### src/plr_pkg.sv
// ----------------------------------------------------------------------------
// plr_pkg: shared types and constants of the pen line rasterizer
// Coordinate widths, command codes, the queue entry layout and the
// pixel helper that the back part uses.
// ----------------------------------------------------------------------------
package plr_pkg;

	// Width of a pen coordinate; coordinates wrap at this width.
	localparam int COORD_BITS = 12;
	// Width of the coordinate fields on the streams.
	localparam int FIELD_BITS = 12;
	// Field width or coordinate width, whichever is larger.
	localparam int WIDE_BITS = (COORD_BITS > FIELD_BITS) ? COORD_BITS : FIELD_BITS;
	// Major and minor deltas are nonnegative and need one more bit.
	localparam int DELTA_BITS = COORD_BITS + 1;
	// Error accumulator, signed.
	localparam int ERR_BITS = COORD_BITS + 2;
	// Error times a scale of up to four.
	localparam int SCALED_BITS = ERR_BITS + 3;
	// The minor coordinate can run past the line end at a large scale.
	localparam int MINOR_BITS = COORD_BITS + 2;
	localparam int PIX_EXT_BITS = (MINOR_BITS > FIELD_BITS) ? MINOR_BITS : FIELD_BITS;

	// Command queue between front and back.
	localparam int FIFO_DEPTH = 4;
	localparam int FIFO_PTR_BITS = $clog2(FIFO_DEPTH);
	localparam int FIFO_CNT_BITS = $clog2(FIFO_DEPTH + 1);

	// Configuration port.
	localparam int APB_ADDR_BITS = 3;
	localparam logic [APB_ADDR_BITS-1:0] ADDR_ERROR_SCALE = 3'd0;
	localparam logic [2:0] ERROR_SCALE_RESET = 3'd2;

	// Input item kinds.
	typedef enum logic [2:0] {
		KIND_MOVE_ABS = 3'd0,
		KIND_LINE_ABS = 3'd1,
		KIND_MOVE_REL = 3'd2,
		KIND_LINE_REL = 3'd3,
		KIND_STEP     = 3'd4
	} plr_kind_t;

	// Commands that travel through the queue.
	typedef enum logic [1:0] {
		CMD_LINE    = 2'd0,
		CMD_ABANDON = 2'd1,
		CMD_STEP    = 2'd2
	} plr_cmd_t;

	// One queue entry: a command and, for a line, its walk setup.
	typedef struct packed {
		plr_cmd_t                cmd;
		logic                    steep;
		logic                    minor_down;
		logic [COORD_BITS-1:0]   walk_major;
		logic [COORD_BITS-1:0]   walk_minor;
		logic [COORD_BITS-1:0]   end_major;
		logic [DELTA_BITS-1:0]   delta_major;
		logic [DELTA_BITS-1:0]   delta_minor;
	} plr_entry_t;

	// Low field bits of a coordinate, taken after sign extension.
	function automatic logic [FIELD_BITS-1:0] pixel_of(input logic signed [MINOR_BITS-1:0] v);
		logic signed [PIX_EXT_BITS-1:0] e;
		e = PIX_EXT_BITS'(v);
		return e[FIELD_BITS-1:0];
	endfunction

endpackage

### src/plr_front.sv
// ----------------------------------------------------------------------------
// plr_front: command decode and line setup
// Accepts input beats, keeps the pen position, and turns each known command into
// a queue entry; line commands get their full Bresenham setup here.
// ----------------------------------------------------------------------------
module plr_front
	import plr_pkg::*;
(
	input  logic                  clk,
	input  logic                  arst_n,
	input  logic                  in_valid,
	output logic                  in_ready,
	input  logic [2:0]            in_kind,
	input  logic [FIELD_BITS-1:0] in_x,
	input  logic [FIELD_BITS-1:0] in_y,
	output logic                  push,
	output plr_entry_t            push_entry,
	input  logic                  fifo_full
);

	logic                  pen_we;
	logic [COORD_BITS-1:0] pen_x_q, pen_y_q;
	logic                  valid_s1;
	plr_cmd_t              cmd_s1, cmd_d;
	logic                  cmd_ok;
	logic [COORD_BITS-1:0] pen_x_s1, pen_y_s1, tgt_x_s1, tgt_y_s1;
	logic [COORD_BITS-1:0] abs_x, abs_y, tgt_x, tgt_y;
	logic signed [WIDE_BITS-1:0] ext_x, ext_y;
	logic                  accept;

	// Offsets and absolute targets, wrapped to the coordinate width.
	assign ext_x = WIDE_BITS'($signed(in_x));
	assign ext_y = WIDE_BITS'($signed(in_y));
	assign abs_x = ext_x[COORD_BITS-1:0];
	assign abs_y = ext_y[COORD_BITS-1:0];

	assign in_ready = !valid_s1 || !fifo_full;
	assign push     = valid_s1 && !fifo_full;
	assign accept   = in_valid && in_ready;

	// Decode the kind into a queue command and the new pen target.
	always_comb begin
		cmd_d  = CMD_STEP;
		cmd_ok = 1'b1;
		pen_we = 1'b0;
		tgt_x  = abs_x;
		tgt_y  = abs_y;
		unique case (in_kind)
			KIND_MOVE_ABS: begin
				cmd_d  = CMD_ABANDON;
				pen_we = 1'b1;
			end
			KIND_LINE_ABS: begin
				cmd_d  = CMD_LINE;
				pen_we = 1'b1;
			end
			KIND_MOVE_REL: begin
				cmd_d  = CMD_ABANDON;
				pen_we = 1'b1;
				tgt_x  = pen_x_q + abs_x;
				tgt_y  = pen_y_q + abs_y;
			end
			KIND_LINE_REL: begin
				cmd_d  = CMD_LINE;
				pen_we = 1'b1;
				tgt_x  = pen_x_q + abs_x;
				tgt_y  = pen_y_q + abs_y;
			end
			KIND_STEP: begin
				cmd_d = CMD_STEP;
			end
			default: begin
				cmd_ok = 1'b0;
			end
		endcase
	end

	// Pen position and stage-one control.
	always_ff @(posedge clk or negedge arst_n) begin
		if (!arst_n) begin
			pen_x_q  <= '0;
			pen_y_q  <= '0;
			valid_s1 <= 1'b0;
		end else begin
			if (accept && pen_we) begin
				pen_x_q <= tgt_x;
				pen_y_q <= tgt_y;
			end
			if (accept) begin
				valid_s1 <= cmd_ok;
			end else if (push) begin
				valid_s1 <= 1'b0;
			end
		end
	end

	// Stage-one payload: command, old pen and target.
	always_ff @(posedge clk) begin
		if (accept) begin
			cmd_s1   <= cmd_d;
			pen_x_s1 <= pen_x_q;
			pen_y_s1 <= pen_y_q;
			tgt_x_s1 <= tgt_x;
			tgt_y_s1 <= tgt_y;
		end
	end

	// Line setup: pick the major axis, order the ends, take the deltas.
	logic signed [COORD_BITS:0] dx, dy, db;
	logic [COORD_BITS:0]        mag_dx, mag_dy;
	logic                       steep;
	logic signed [COORD_BITS-1:0] a0, b0, a1, b1, sa0, sb0, sa1, sb1;
	logic                       swap;

	always_comb begin
		dx     = $signed({tgt_x_s1[COORD_BITS-1], tgt_x_s1})
		         - $signed({pen_x_s1[COORD_BITS-1], pen_x_s1});
		dy     = $signed({tgt_y_s1[COORD_BITS-1], tgt_y_s1})
		         - $signed({pen_y_s1[COORD_BITS-1], pen_y_s1});
		mag_dx = dx[COORD_BITS] ? -dx : dx;
		mag_dy = dy[COORD_BITS] ? -dy : dy;
		steep  = mag_dy > mag_dx;
		if (steep) begin
			a0 = $signed(pen_y_s1);
			b0 = $signed(pen_x_s1);
			a1 = $signed(tgt_y_s1);
			b1 = $signed(tgt_x_s1);
		end else begin
			a0 = $signed(pen_x_s1);
			b0 = $signed(pen_y_s1);
			a1 = $signed(tgt_x_s1);
			b1 = $signed(tgt_y_s1);
		end
		swap = a0 > a1;
		sa0  = swap ? a1 : a0;
		sb0  = swap ? b1 : b0;
		sa1  = swap ? a0 : a1;
		sb1  = swap ? b0 : b1;
		db   = $signed({sb1[COORD_BITS-1], sb1}) - $signed({sb0[COORD_BITS-1], sb0});

		push_entry.cmd         = cmd_s1;
		push_entry.steep       = steep;
		push_entry.minor_down  = !(sb0 < sb1);
		push_entry.walk_major  = sa0;
		push_entry.walk_minor  = sb0;
		push_entry.end_major   = sa1;
		push_entry.delta_major = DELTA_BITS'($signed({sa1[COORD_BITS-1], sa1})
		                         - $signed({sa0[COORD_BITS-1], sa0}));
		push_entry.delta_minor = db[COORD_BITS] ? DELTA_BITS'(-db) : DELTA_BITS'(db);
	end

endmodule

### src/plr_cmd_fifo.sv
// ----------------------------------------------------------------------------
// plr_cmd_fifo: command queue
// A short first-in first-out queue of decoded commands between the front
// and the back, so that each side stalls on its own.
// ----------------------------------------------------------------------------
module plr_cmd_fifo
	import plr_pkg::*;
(
	input  logic       clk,
	input  logic       arst_n,
	input  logic       push,
	input  plr_entry_t push_entry,
	input  logic       pop,
	output plr_entry_t head,
	output logic       empty,
	output logic       full
);

	plr_entry_t                mem_q [FIFO_DEPTH];
	logic [FIFO_PTR_BITS-1:0]  wr_ptr_q, rd_ptr_q;
	logic [FIFO_CNT_BITS-1:0]  count_q;

	assign empty = count_q == '0;
	assign full  = count_q == FIFO_CNT_BITS'(FIFO_DEPTH);
	assign head  = mem_q[rd_ptr_q];

	// Pointers and fill count.
	always_ff @(posedge clk or negedge arst_n) begin
		if (!arst_n) begin
			wr_ptr_q <= '0;
			rd_ptr_q <= '0;
			count_q  <= '0;
		end else begin
			if (push) begin
				wr_ptr_q <= wr_ptr_q + 1'b1;
			end
			if (pop) begin
				rd_ptr_q <= rd_ptr_q + 1'b1;
			end
			if (push && !pop) begin
				count_q <= count_q + 1'b1;
			end else if (pop && !push) begin
				count_q <= count_q - 1'b1;
			end
		end
	end

	// Entry storage.
	always_ff @(posedge clk) begin
		if (push) begin
			mem_q[wr_ptr_q] <= push_entry;
		end
	end

`ifndef SYNTH
	a_no_overflow: assert property (@(posedge clk) disable iff (!arst_n)
		!(push && full))
		else $error("command queue written while full");
	a_no_underflow: assert property (@(posedge clk) disable iff (!arst_n)
		!(pop && empty))
		else $error("command queue read while empty");
	a_count_range: assert property (@(posedge clk) disable iff (!arst_n)
		count_q <= FIFO_CNT_BITS'(FIFO_DEPTH))
		else $error("command queue count out of range");
	a_count_tracks: assert property (@(posedge clk) disable iff (!arst_n)
		(push && !pop) |=> count_q == $past(count_q) + 1'b1)
		else $error("command queue count missed a push");
`endif

endmodule

### src/plr_back.sv
// ----------------------------------------------------------------------------
// plr_back: Bresenham walk engine
// Takes commands from the queue, keeps the walk state, and puts one pixel
// into the output register for each step tick while a line is active.
// ----------------------------------------------------------------------------
module plr_back
	import plr_pkg::*;
(
	input  logic                  clk,
	input  logic                  arst_n,
	input  logic [2:0]            error_scale,
	input  plr_entry_t            head,
	input  logic                  empty,
	output logic                  pop,
	output logic                  out_valid,
	input  logic                  out_ready,
	output logic [FIELD_BITS-1:0] out_x,
	output logic [FIELD_BITS-1:0] out_y,
	output logic                  out_last
);

	logic                          line_active_q, steep_q, minor_down_q;
	logic signed [COORD_BITS-1:0]  walk_major_q, end_major_q;
	logic signed [MINOR_BITS-1:0]  walk_minor_q;
	logic [DELTA_BITS-1:0]         delta_major_q, delta_minor_q;
	logic signed [ERR_BITS-1:0]    error_acc_q;
	logic                          out_valid_q, out_last_q;
	logic [FIELD_BITS-1:0]         out_x_q, out_y_q;

	logic                          out_free, produce, load, abandon, last;
	logic signed [ERR_BITS-1:0]    err_sum, err_new;
	logic signed [SCALED_BITS-1:0] err_ext, err_scaled;
	logic                          take_minor;
	logic [FIELD_BITS-1:0]         pix_major, pix_minor;

	assign out_free = !out_valid_q || out_ready;

	// Decide what the head command does this cycle.
	always_comb begin
		pop     = 1'b0;
		produce = 1'b0;
		load    = 1'b0;
		abandon = 1'b0;
		if (!empty) begin
			unique case (head.cmd)
				CMD_LINE: begin
					pop  = 1'b1;
					load = 1'b1;
				end
				CMD_ABANDON: begin
					pop     = 1'b1;
					abandon = 1'b1;
				end
				CMD_STEP: begin
					if (!line_active_q) begin
						pop = 1'b1;
					end else if (out_free) begin
						pop     = 1'b1;
						produce = 1'b1;
					end
				end
				default: begin
					pop = 1'b1;
				end
			endcase
		end
	end

	// One walk step: error update and the scaled compare.
	always_comb begin
		last    = walk_major_q >= end_major_q;
		err_sum = error_acc_q + $signed({1'b0, delta_minor_q});
		err_ext = SCALED_BITS'(err_sum);
		priority if (error_scale <= 3'd1) begin
			err_scaled = err_ext;
		end else if (error_scale == 3'd2) begin
			err_scaled = err_ext <<< 1;
		end else if (error_scale == 3'd3) begin
			err_scaled = err_ext + (err_ext <<< 1);
		end else begin
			err_scaled = err_ext <<< 2;
		end
		take_minor = err_scaled >= $signed(SCALED_BITS'({1'b0, delta_major_q}));
		err_new    = take_minor ? err_sum - $signed({1'b0, delta_major_q}) : err_sum;
		pix_major  = pixel_of(MINOR_BITS'(walk_major_q));
		pix_minor  = pixel_of(walk_minor_q);
	end

	// Walk control state.
	always_ff @(posedge clk or negedge arst_n) begin
		if (!arst_n) begin
			line_active_q <= 1'b0;
			out_valid_q   <= 1'b0;
		end else begin
			if (load) begin
				line_active_q <= 1'b1;
			end else if (abandon || (produce && last)) begin
				line_active_q <= 1'b0;
			end
			if (produce) begin
				out_valid_q <= 1'b1;
			end else if (out_ready) begin
				out_valid_q <= 1'b0;
			end
		end
	end

	// Walk registers and the output register.
	always_ff @(posedge clk) begin
		if (load) begin
			steep_q       <= head.steep;
			minor_down_q  <= head.minor_down;
			walk_major_q  <= $signed(head.walk_major);
			walk_minor_q  <= MINOR_BITS'($signed(head.walk_minor));
			end_major_q   <= $signed(head.end_major);
			delta_major_q <= head.delta_major;
			delta_minor_q <= head.delta_minor;
			error_acc_q   <= '0;
		end else if (produce && !last) begin
			walk_major_q <= walk_major_q + COORD_BITS'(1);
			error_acc_q  <= err_new;
			if (take_minor) begin
				walk_minor_q <= minor_down_q ? walk_minor_q - MINOR_BITS'(1)
				                             : walk_minor_q + MINOR_BITS'(1);
			end
		end
		if (produce) begin
			out_x_q    <= steep_q ? pix_minor : pix_major;
			out_y_q    <= steep_q ? pix_major : pix_minor;
			out_last_q <= last;
		end
	end

	assign out_valid = out_valid_q;
	assign out_x     = out_x_q;
	assign out_y     = out_y_q;
	assign out_last  = out_last_q;

`ifndef SYNTH
	a_last_ends_line: assert property (@(posedge clk) disable iff (!arst_n)
		(produce && last) |=> !line_active_q)
		else $error("line still active after its last pixel");
	a_line_starts: assert property (@(posedge clk) disable iff (!arst_n)
		load |=> line_active_q && error_acc_q == '0)
		else $error("line setup did not start a fresh walk");
	a_walk_bound: assert property (@(posedge clk) disable iff (!arst_n)
		line_active_q |-> walk_major_q <= end_major_q)
		else $error("walk ran past the line end");
	a_pixel_only_active: assert property (@(posedge clk) disable iff (!arst_n)
		produce |-> line_active_q && out_free)
		else $error("pixel issued without an active line or free output");
`endif

endmodule

### src/pen_line_rasterizer.sv
// ----------------------------------------------------------------------------
// pen_line_rasterizer: pen-plotter line rasterizer
// Keeps a pen position and walks Bresenham lines, one pixel per step tick.
// ----------------------------------------------------------------------------
// The block accepts a new input beat each cycle as long as its four-entry
// command queue has room. A step tick on an active line yields one output
// beat; steps go out at one pixel per cycle while the pixel stream takes
// them, as the walk engine updates its error from its registered walk
// state. A command passes through the decode register and then the queue
// before the walk engine acts on it; each pixel is registered in the walk
// engine's output register and waits there while the pixel stream stalls.
// Move and line commands abandon an unfinished line; step ticks with no
// active line and unused kinds give no output beat. The user must write the
// error scale register through the configuration port only while the block
// is idle; the block itself does not enforce this.
module pen_line_rasterizer
	import plr_pkg::*;
(
	input  logic                     clk,
	input  logic                     arst_n,
	// Configuration port
	input  logic                     psel,
	input  logic                     penable,
	input  logic                     pwrite,
	input  logic [APB_ADDR_BITS-1:0] paddr,
	input  logic [31:0]              pwdata,
	output logic [31:0]              prdata,
	output logic                     pready,
	// Command stream
	input  logic                     s_tvalid,
	output logic                     s_tready,
	input  logic [23:0]              s_tdata,   // pos_x [11:0], pos_y [23:12]
	input  logic [2:0]               s_tuser,   // kind [2:0]
	// Pixel stream
	output logic                     m_tvalid,
	input  logic                     m_tready,
	output logic [23:0]              m_tdata,   // pixel_x [11:0], pixel_y [23:12]
	output logic                     m_tlast
);

	logic [2:0]            error_scale_q;
	logic                  push, pop, empty, full;
	plr_entry_t            push_entry, head;
	logic [FIELD_BITS-1:0] pix_x, pix_y;

	// Configuration register.
	assign pready = 1'b1;
	always_ff @(posedge clk or negedge arst_n) begin
		if (!arst_n) begin
			error_scale_q <= ERROR_SCALE_RESET;
		end else if (psel && penable && pwrite && pready && paddr == ADDR_ERROR_SCALE) begin
			error_scale_q <= pwdata[2:0];
		end
	end
	assign prdata = (paddr == ADDR_ERROR_SCALE) ? {29'd0, error_scale_q} : 32'd0;

	plr_front u_front (
		.clk        (clk),
		.arst_n     (arst_n),
		.in_valid   (s_tvalid),
		.in_ready   (s_tready),
		.in_kind    (s_tuser),
		.in_x       (s_tdata[11:0]),
		.in_y       (s_tdata[23:12]),
		.push       (push),
		.push_entry (push_entry),
		.fifo_full  (full)
	);

	plr_cmd_fifo u_fifo (
		.clk        (clk),
		.arst_n     (arst_n),
		.push       (push),
		.push_entry (push_entry),
		.pop        (pop),
		.head       (head),
		.empty      (empty),
		.full       (full)
	);

	plr_back u_back (
		.clk         (clk),
		.arst_n      (arst_n),
		.error_scale (error_scale_q),
		.head        (head),
		.empty       (empty),
		.pop         (pop),
		.out_valid   (m_tvalid),
		.out_ready   (m_tready),
		.out_x       (pix_x),
		.out_y       (pix_y),
		.out_last    (m_tlast)
	);

	assign m_tdata = {pix_y, pix_x};

endmodule

### config.mk
export PLATFORM = sky130hd
export DESIGN_NAME = pen_line_rasterizer
export DESIGN_NICKNAME = d
export VERILOG_FILES = /design/src/plr_pkg.sv /design/src/plr_front.sv /design/src/plr_cmd_fifo.sv /design/src/plr_back.sv /design/src/pen_line_rasterizer.sv
export SDC_FILE = /design/constraint.sdc
export NUM_CORES = 1
export LEC_CHECK = 0
export ABC_AREA = 1
export BUFFER_PORTS_ARGS = -buffer_cell sky130_fd_sc_hd__buf_2
export CAP_MARGIN = 20
export CORE_MARGIN = 5
export CORE_UTILIZATION = 50
export CTS_BUF_LIST = sky130_fd_sc_hd__clkbuf_16
export CTS_CLUSTER_SIZE = 30
export DETAILED_ROUTE_END_ITERATION = 8
export PLACE_DENSITY = 0.67
export SYNTH_ARGS = -nofsm -noshare
export SYNTH_HDL_FRONTEND = slang
export SYNTH_HIERARCHICAL = 1
export SYNTH_SLANG_ARGS = --single-unit
export TNS_END_PERCENT = 5
### constraint.sdc
create_clock -name clk -period 10.5 [get_ports clk]
set_input_delay 0.525 -clock clk [delete_from_list [all_inputs] [get_ports clk]]
set_output_delay 0.525 -clock clk [all_outputs]
set_load 0.01 [all_outputs]
Word level (Yosys, flattened, before mapping)
Memories as Yosys holds them, arrays and structs flattened.
Cells that the tools add are included.
{"block": "word_totals", "word_cells": 146, "memories": 1, "reg_bits": 192, "mem_bits_rw": 264}
{"name": "u_fifo.mem_q", "depth": 4, "word_bits": 66, "read_ports": 1, "rd_clocked_by_memory_dff": 0, "wr": 1, "line_no": "plr_cmd_fifo.sv:19", "rtl": "plr_entry_t mem_q [FIFO_DEPTH];"}
{"block": "op_classes", "n_lt_le_gt_ge": 6, "reduce_logical": 36, "n_eq_ne": 9, "add_sub_neg": 19, "mux": 50}
{"cell": "2-to-1 mux 12 bit", "n": 14}
{"cell": "2-to-1 mux 14 bit", "n": 5}
{"cell": "subtractor 12 x 12 -> 13 bit", "n": 4}
{"cell": "2-to-1 mux 17 bit", "n": 3}
{"cell": "2-to-1 mux 13 bit", "n": 3}
{"cell": "negation 13 bit", "n": 3}
{"cell": "adder 12 bit", "n": 2}
{"cell": "2-to-1 mux 1 bit", "n": 21}
{"cell": "greater-or-equal comparator 17 x 14 -> 1 bit", "n": 1}
{"cell": "adder 14 x 15 -> 16 bit", "n": 1}
{"cell": "adder 14 bit", "n": 1}
{"cell": "adder 14 x 2 -> 14 bit (second input constant)", "n": 1}
{"cell": "subtractor 14 bit", "n": 1}
{"cell": "subtractor 14 x 2 -> 14 bit (second input constant)", "n": 1}
{"cell": "> comparator 13 bit", "n": 1}
{"cell": "adder 12 x 2 -> 12 bit (second input constant)", "n": 1}
{"cell": "equality test 3 x 2 -> 1 bit (second input constant)", "n": 4}
{"cell": "greater-or-equal comparator 12 bit", "n": 1}
{"cell": "> comparator 12 bit", "n": 1}
{"cell": "less-than comparator 12 bit", "n": 1}
{"cell": "nonzero test 2 bit", "n": 6}
{"cell": "logical AND 1 bit", "n": 10}
{"cell": "zero test 3 bit", "n": 3}
{"cell": "2-to-1 mux 3 bit", "n": 3}
{"cell": "other kinds (16)", "n": 28}

Logic depth before layout (Yosys ltp)
{"block": "depth", "depth_word": 10, "mapped_depth": 59}

Modules after synthesis
Netlist, hierarchy kept.
{"mod": "plr_cmd_fifo", "instances": 1, "area_each_um2": 11134.4, "cells_each": 818, "seq_area_each_um2": 8102.8}
{"mod": "plr_front", "instances": 1, "area_each_um2": 8415.6, "cells_each": 1236, "seq_area_each_um2": 2127.0}
{"mod": "plr_back", "instances": 1, "area_each_um2": 7432.1, "cells_each": 900, "seq_area_each_um2": 3002.9}
{"mod": "pen_line_rasterizer", "instances": 1, "area_each_um2": 419.2, "cells_each": 58, "seq_area_each_um2": 76.3}

Worst setup path before layout
Ideal clock, no wire load.
{"block": "synth_path", "path_kind": "register to register", "from": "register u_front.pen_x_s1[0]", "to": "memory u_fifo/mem_q[0][7] (netlist name) (data pin)", "arrival_time_ns": 8.988, "path_stages_with_launch": 58, "slack_ns": 1.251, "path_buffers": 6, "synth_period_minus_slack_ns": 9.249, "cell_sequence": "edfxtp_1 > ha_1 > fa_1 > o21ai_0 > a21oi_1 > nor2_1 > nor2_1 > o21ai_0 > a21oi_1 > o21bai_1 > nand2_1 > a31oi_1 > inv_1 > nand2_1 > xor2_1 > inv_1 > ha_1 > nand2_2 > [... 22 more ...] > buf_4 > buf_2 > clkbuf_1 > o21ai_0 > ha_1 > fa_1 > o21ai_0 > a21oi_1 > o21a_1 > inv_1 > a221oi_1 > inv_1 > a221oi_1 > xor2_1 > inv_1 > o21ai_0 > xor2_1 > inv_1"}
{"element": "start, declared", "line_no": "plr_front.sv:26", "rtl": "logic [COORD_BITS-1:0] pen_x_s1, pen_y_s1, tgt_x_s1, tgt_y_s1;"}
{"element": "start signal, assigned", "line_no": "plr_front.sv:101", "rtl": "pen_x_s1 <= pen_x_q;"}
{"element": "end, declared", "line_no": "plr_cmd_fifo.sv:19"}

==> results.md <==
* CP top delay family: compound AO/OA/AOI/OAI gates
* Placed cells at 3715
* Cell mode on critical path: inv_1
* Synth Register Bits at 454
* DIE HEIGHT at between 200 and 250 um
* Mux cell area share after synthesis at 0
* Max Root-Sink Buffers at 3
* Number of synthesized flops with an enable pin at approximately 400
* Final setup viols at 0
* Starting DRC count in detailed routing at 1286
* Via count at about 20000
* Share of cells above drive strength 1 at 0.0930
* CTS tree: built
* Htree depth at 2
* Hold_buf cts at 0
* Total CTS buffers at between 40 and 50
* GRT Residual Overflow at 0
* Most frequent cell after synthesis: nand2_1
* Filler instances at 4808
* Nets at approximately 3300
* Worst endpoint required time at approximately 11000 ps
* # diodes at 0
* Type of origin of the critical path: flop
* Site row count at 85
* RD Place Congestion at 0.900
* Async set-reset flop share out of synthesis at 0.0815
* Boundary Pins at roughly 130
* Hold Path Class: in -> async
* Slew Limit Fails at 0
* Clk_skew at around 26 ps
* Initial antenna violation count at 0
* Setup TNS Final at 0 ps
* DR DRC count at 0
* Clock Latency Late Sink at 600 ps
* Worst path bufs/invs at 9
* Setup CP Type: reg -> reg
* Status: completed
* Post-DR vias/cell at ~5.3
* Clock Sinks at 454
* Crit end category: flop
* CP max stage cell: ha_1
* Die area at 59600 um^2
* Synth Area in Compound Gates at 0.120
* Die W at about 240 um
* MaxCap Viol Count at 0
* Drt total wl at between 60 and 70 mm
* Final non-filler cell total at about 3800
* Cell area after synthesis at roughly 27000 um^2
* Initial Utilization at 0.507
* Synth Area per Inst at between 9 and 10 um^2
* RSZ-0062 raised after global routing: no
* Root Buffer Master: clkbuf_16
* Synth area leader: edfxtp_1
* Area share of and/or/nand/nor cells after synthesis at 0.179
* Most used DFF post-synth: edfxtp_1
* Crit-path max FO at between 40 and 50
* Adder-cell share of the synthesized area at 0.0822
* Initial DRT Pass Iterations at 8
* Total GRT Usage at 0.208
* Final worst-path cycle share at 0.933
* Synth top area cells: edfxtp_1 44%, nand2_1 11%, ha_1 7.5%
* Area Overhead vs Synth at 8.56%
* Gate Count Post-Synth at about 3000
* Slew margin rel. at 0.269
* Area share of the largest cell type after synthesis at 0.442
* Data arrival, critical path at about 10000 ps
* WL per Instance at between 15 and 20 um
* Placed wire-length estimate at 46.2 mm
* Most instantiated cells after synthesis: 808 x nand2_1, 460 x inv_1, 403 x edfxtp_1
* Routed Antenna Nets at 0
* Synth unique cells at 61
* Largest net degree at the start of global routing at between 100 and 150
* IO Port Bufs at slightly below 70
* Synth Area in XOR/XNOR at 0.0368
* Largest family of logic cells by synthesized area: simple AND/OR/NAND/NOR gates
* Core area at ~54000 um^2
* Max incr delay on CP at 460 ps
* Worst-Margin Slew at 1100 ps
* Worst hold slack at 41.2 ps
* Vias in the first global route at a little under 20000
* First-pass GRT wire length at 100 mm
* Worst-path clk slew at about 60 ps
* Final Hold Fails at 0
* Ys Warns at 6
* Min cycle time layout at slightly below 10000 ps
* Highest Clock Rate at between 100 and 150 MHz
* Seq/Total Area, Yosys at 0.486
## metal layers
layer  GRT usage  share of wire
met1       0.276           0.44
met2       0.357           0.48
met3      0.0295          0.047
met4      0.0611          0.029
met5           0              0
## per-stage QoR
stage / area (um^2) / utilization / setup WS (ps)
finish: 29700 / 0.551 / 708
global route: 29700 / 0.551 / 15.9
CTS: 29700 / 0.550 / 669
detailed placement: 28100 / 0.521 / 715
global placement: 28100 / 0.521 / 999
floorplan: 27500 / - / 1250
## registers in the layout, summed over array words and instances, names as in the netlist, 13 cells and up
name and flops:
u_fifo/mem_q 264, u_back/error_acc_q 14, u_back/delta_major_q 13, u_back/delta_minor_q 13
## area by class of cell
| class | instances | area, um^2 | share of cell area |
|---|---|---|---|
| Timing Repair Buffer | 109 | 669 | 0.0225 |
| Clock buffer | 47 | 1180 | 0.0395 |
| Sequential cell | 454 | 13300 | 0.448 |
| Clock inverter | 41 | 388 | 0.0130 |
| Multi-Input combinational cell | 1989 | 11600 | 0.389 |
| Inverter | 469 | 1760 | 0.0592 |
| Tap cell | 696 | 871 | 0.0293 |
## worst register-to-register path: cells and delay by family (launching register included)
kind,cells,cell delay [ps]
AOI/OAI and AO/OA,16,3620
xor gates and xnor gates,3,640
adders and majority gates,5,1760
buffers and inverters,9,1120
DFF,1,430
and+or+nand+nor,14,1980
## cell usage in the layout (no fill, tap or decap), types with 7 or more instances in the layout
cell,Yosys,final
a31oi_1,8,8
nor3_1,22,20
edfxtp_1,403,403
conb_1,2,30
buf_2,15,69
nand3_1,114,114
nand4_1,33,33
inv_1,460,463
xor2_1,84,84
o211ai_2,31,31
inv_2,6,11
dfxtp_1,14,14
xnor2_1,26,26
nand2_2,21,21
nor2_1,116,115
fa_1,10,10
o21bai_1,19,19
o21ai_1,5,9
a21oi_1,134,132
o21ai_0,171,167
ha_1,164,164
buf_4,41,38
o211ai_1,107,107
clkinv_1,3,15
clkbuf_16,0,47
o31ai_1,7,7
dfrtp_1,36,34
nand2_1,808,808
## timing repair
action / 4_1_cts / 5_1_grt
setup buffers: 0 / 0
gates resized for setup: 0 / 4
setup endpoints to repair: 0 / 16
## final timing paths
kind / from / to / slack, ps / cells past startpoint
min: arst_n / error_scale_q[0]$_DFFE_PN0P_ / 40 / 2
max in group asynchronous: arst_n / u_fifo/rd_ptr_q[0]$_DFFE_PN0P_ / 9950 / 2
min in group clk: m_tready / u_back/out_valid$_DFFE_PN0P_ / 140 / 2
max reg2reg: u_front/pen_x_s1[0]$_DFFE_PP_ / u_fifo/mem_q[0][10]$_DFFE_PP_ / 710 / 47
min reg2reg: u_back/error_acc_q[2]$_SDFFE_PP0P_ / u_back/error_acc_q[2]$_SDFFE_PP0P_ / 460 / 2
max: u_front/pen_x_s1[0]$_DFFE_PP_ / u_fifo/mem_q[0][10]$_DFFE_PP_ / 710 / 47
## cells by family after synthesis
group           after synthesis
compound gates              516
simple gates               1157
buf+inv                     597
xor+xnor                    112
other cells                   2
flops                       454
fa+ha+maj                   174
Power is not shown: default switching activity piles up to over one toggle a cycle in this logic, so the estimate is an artifact.
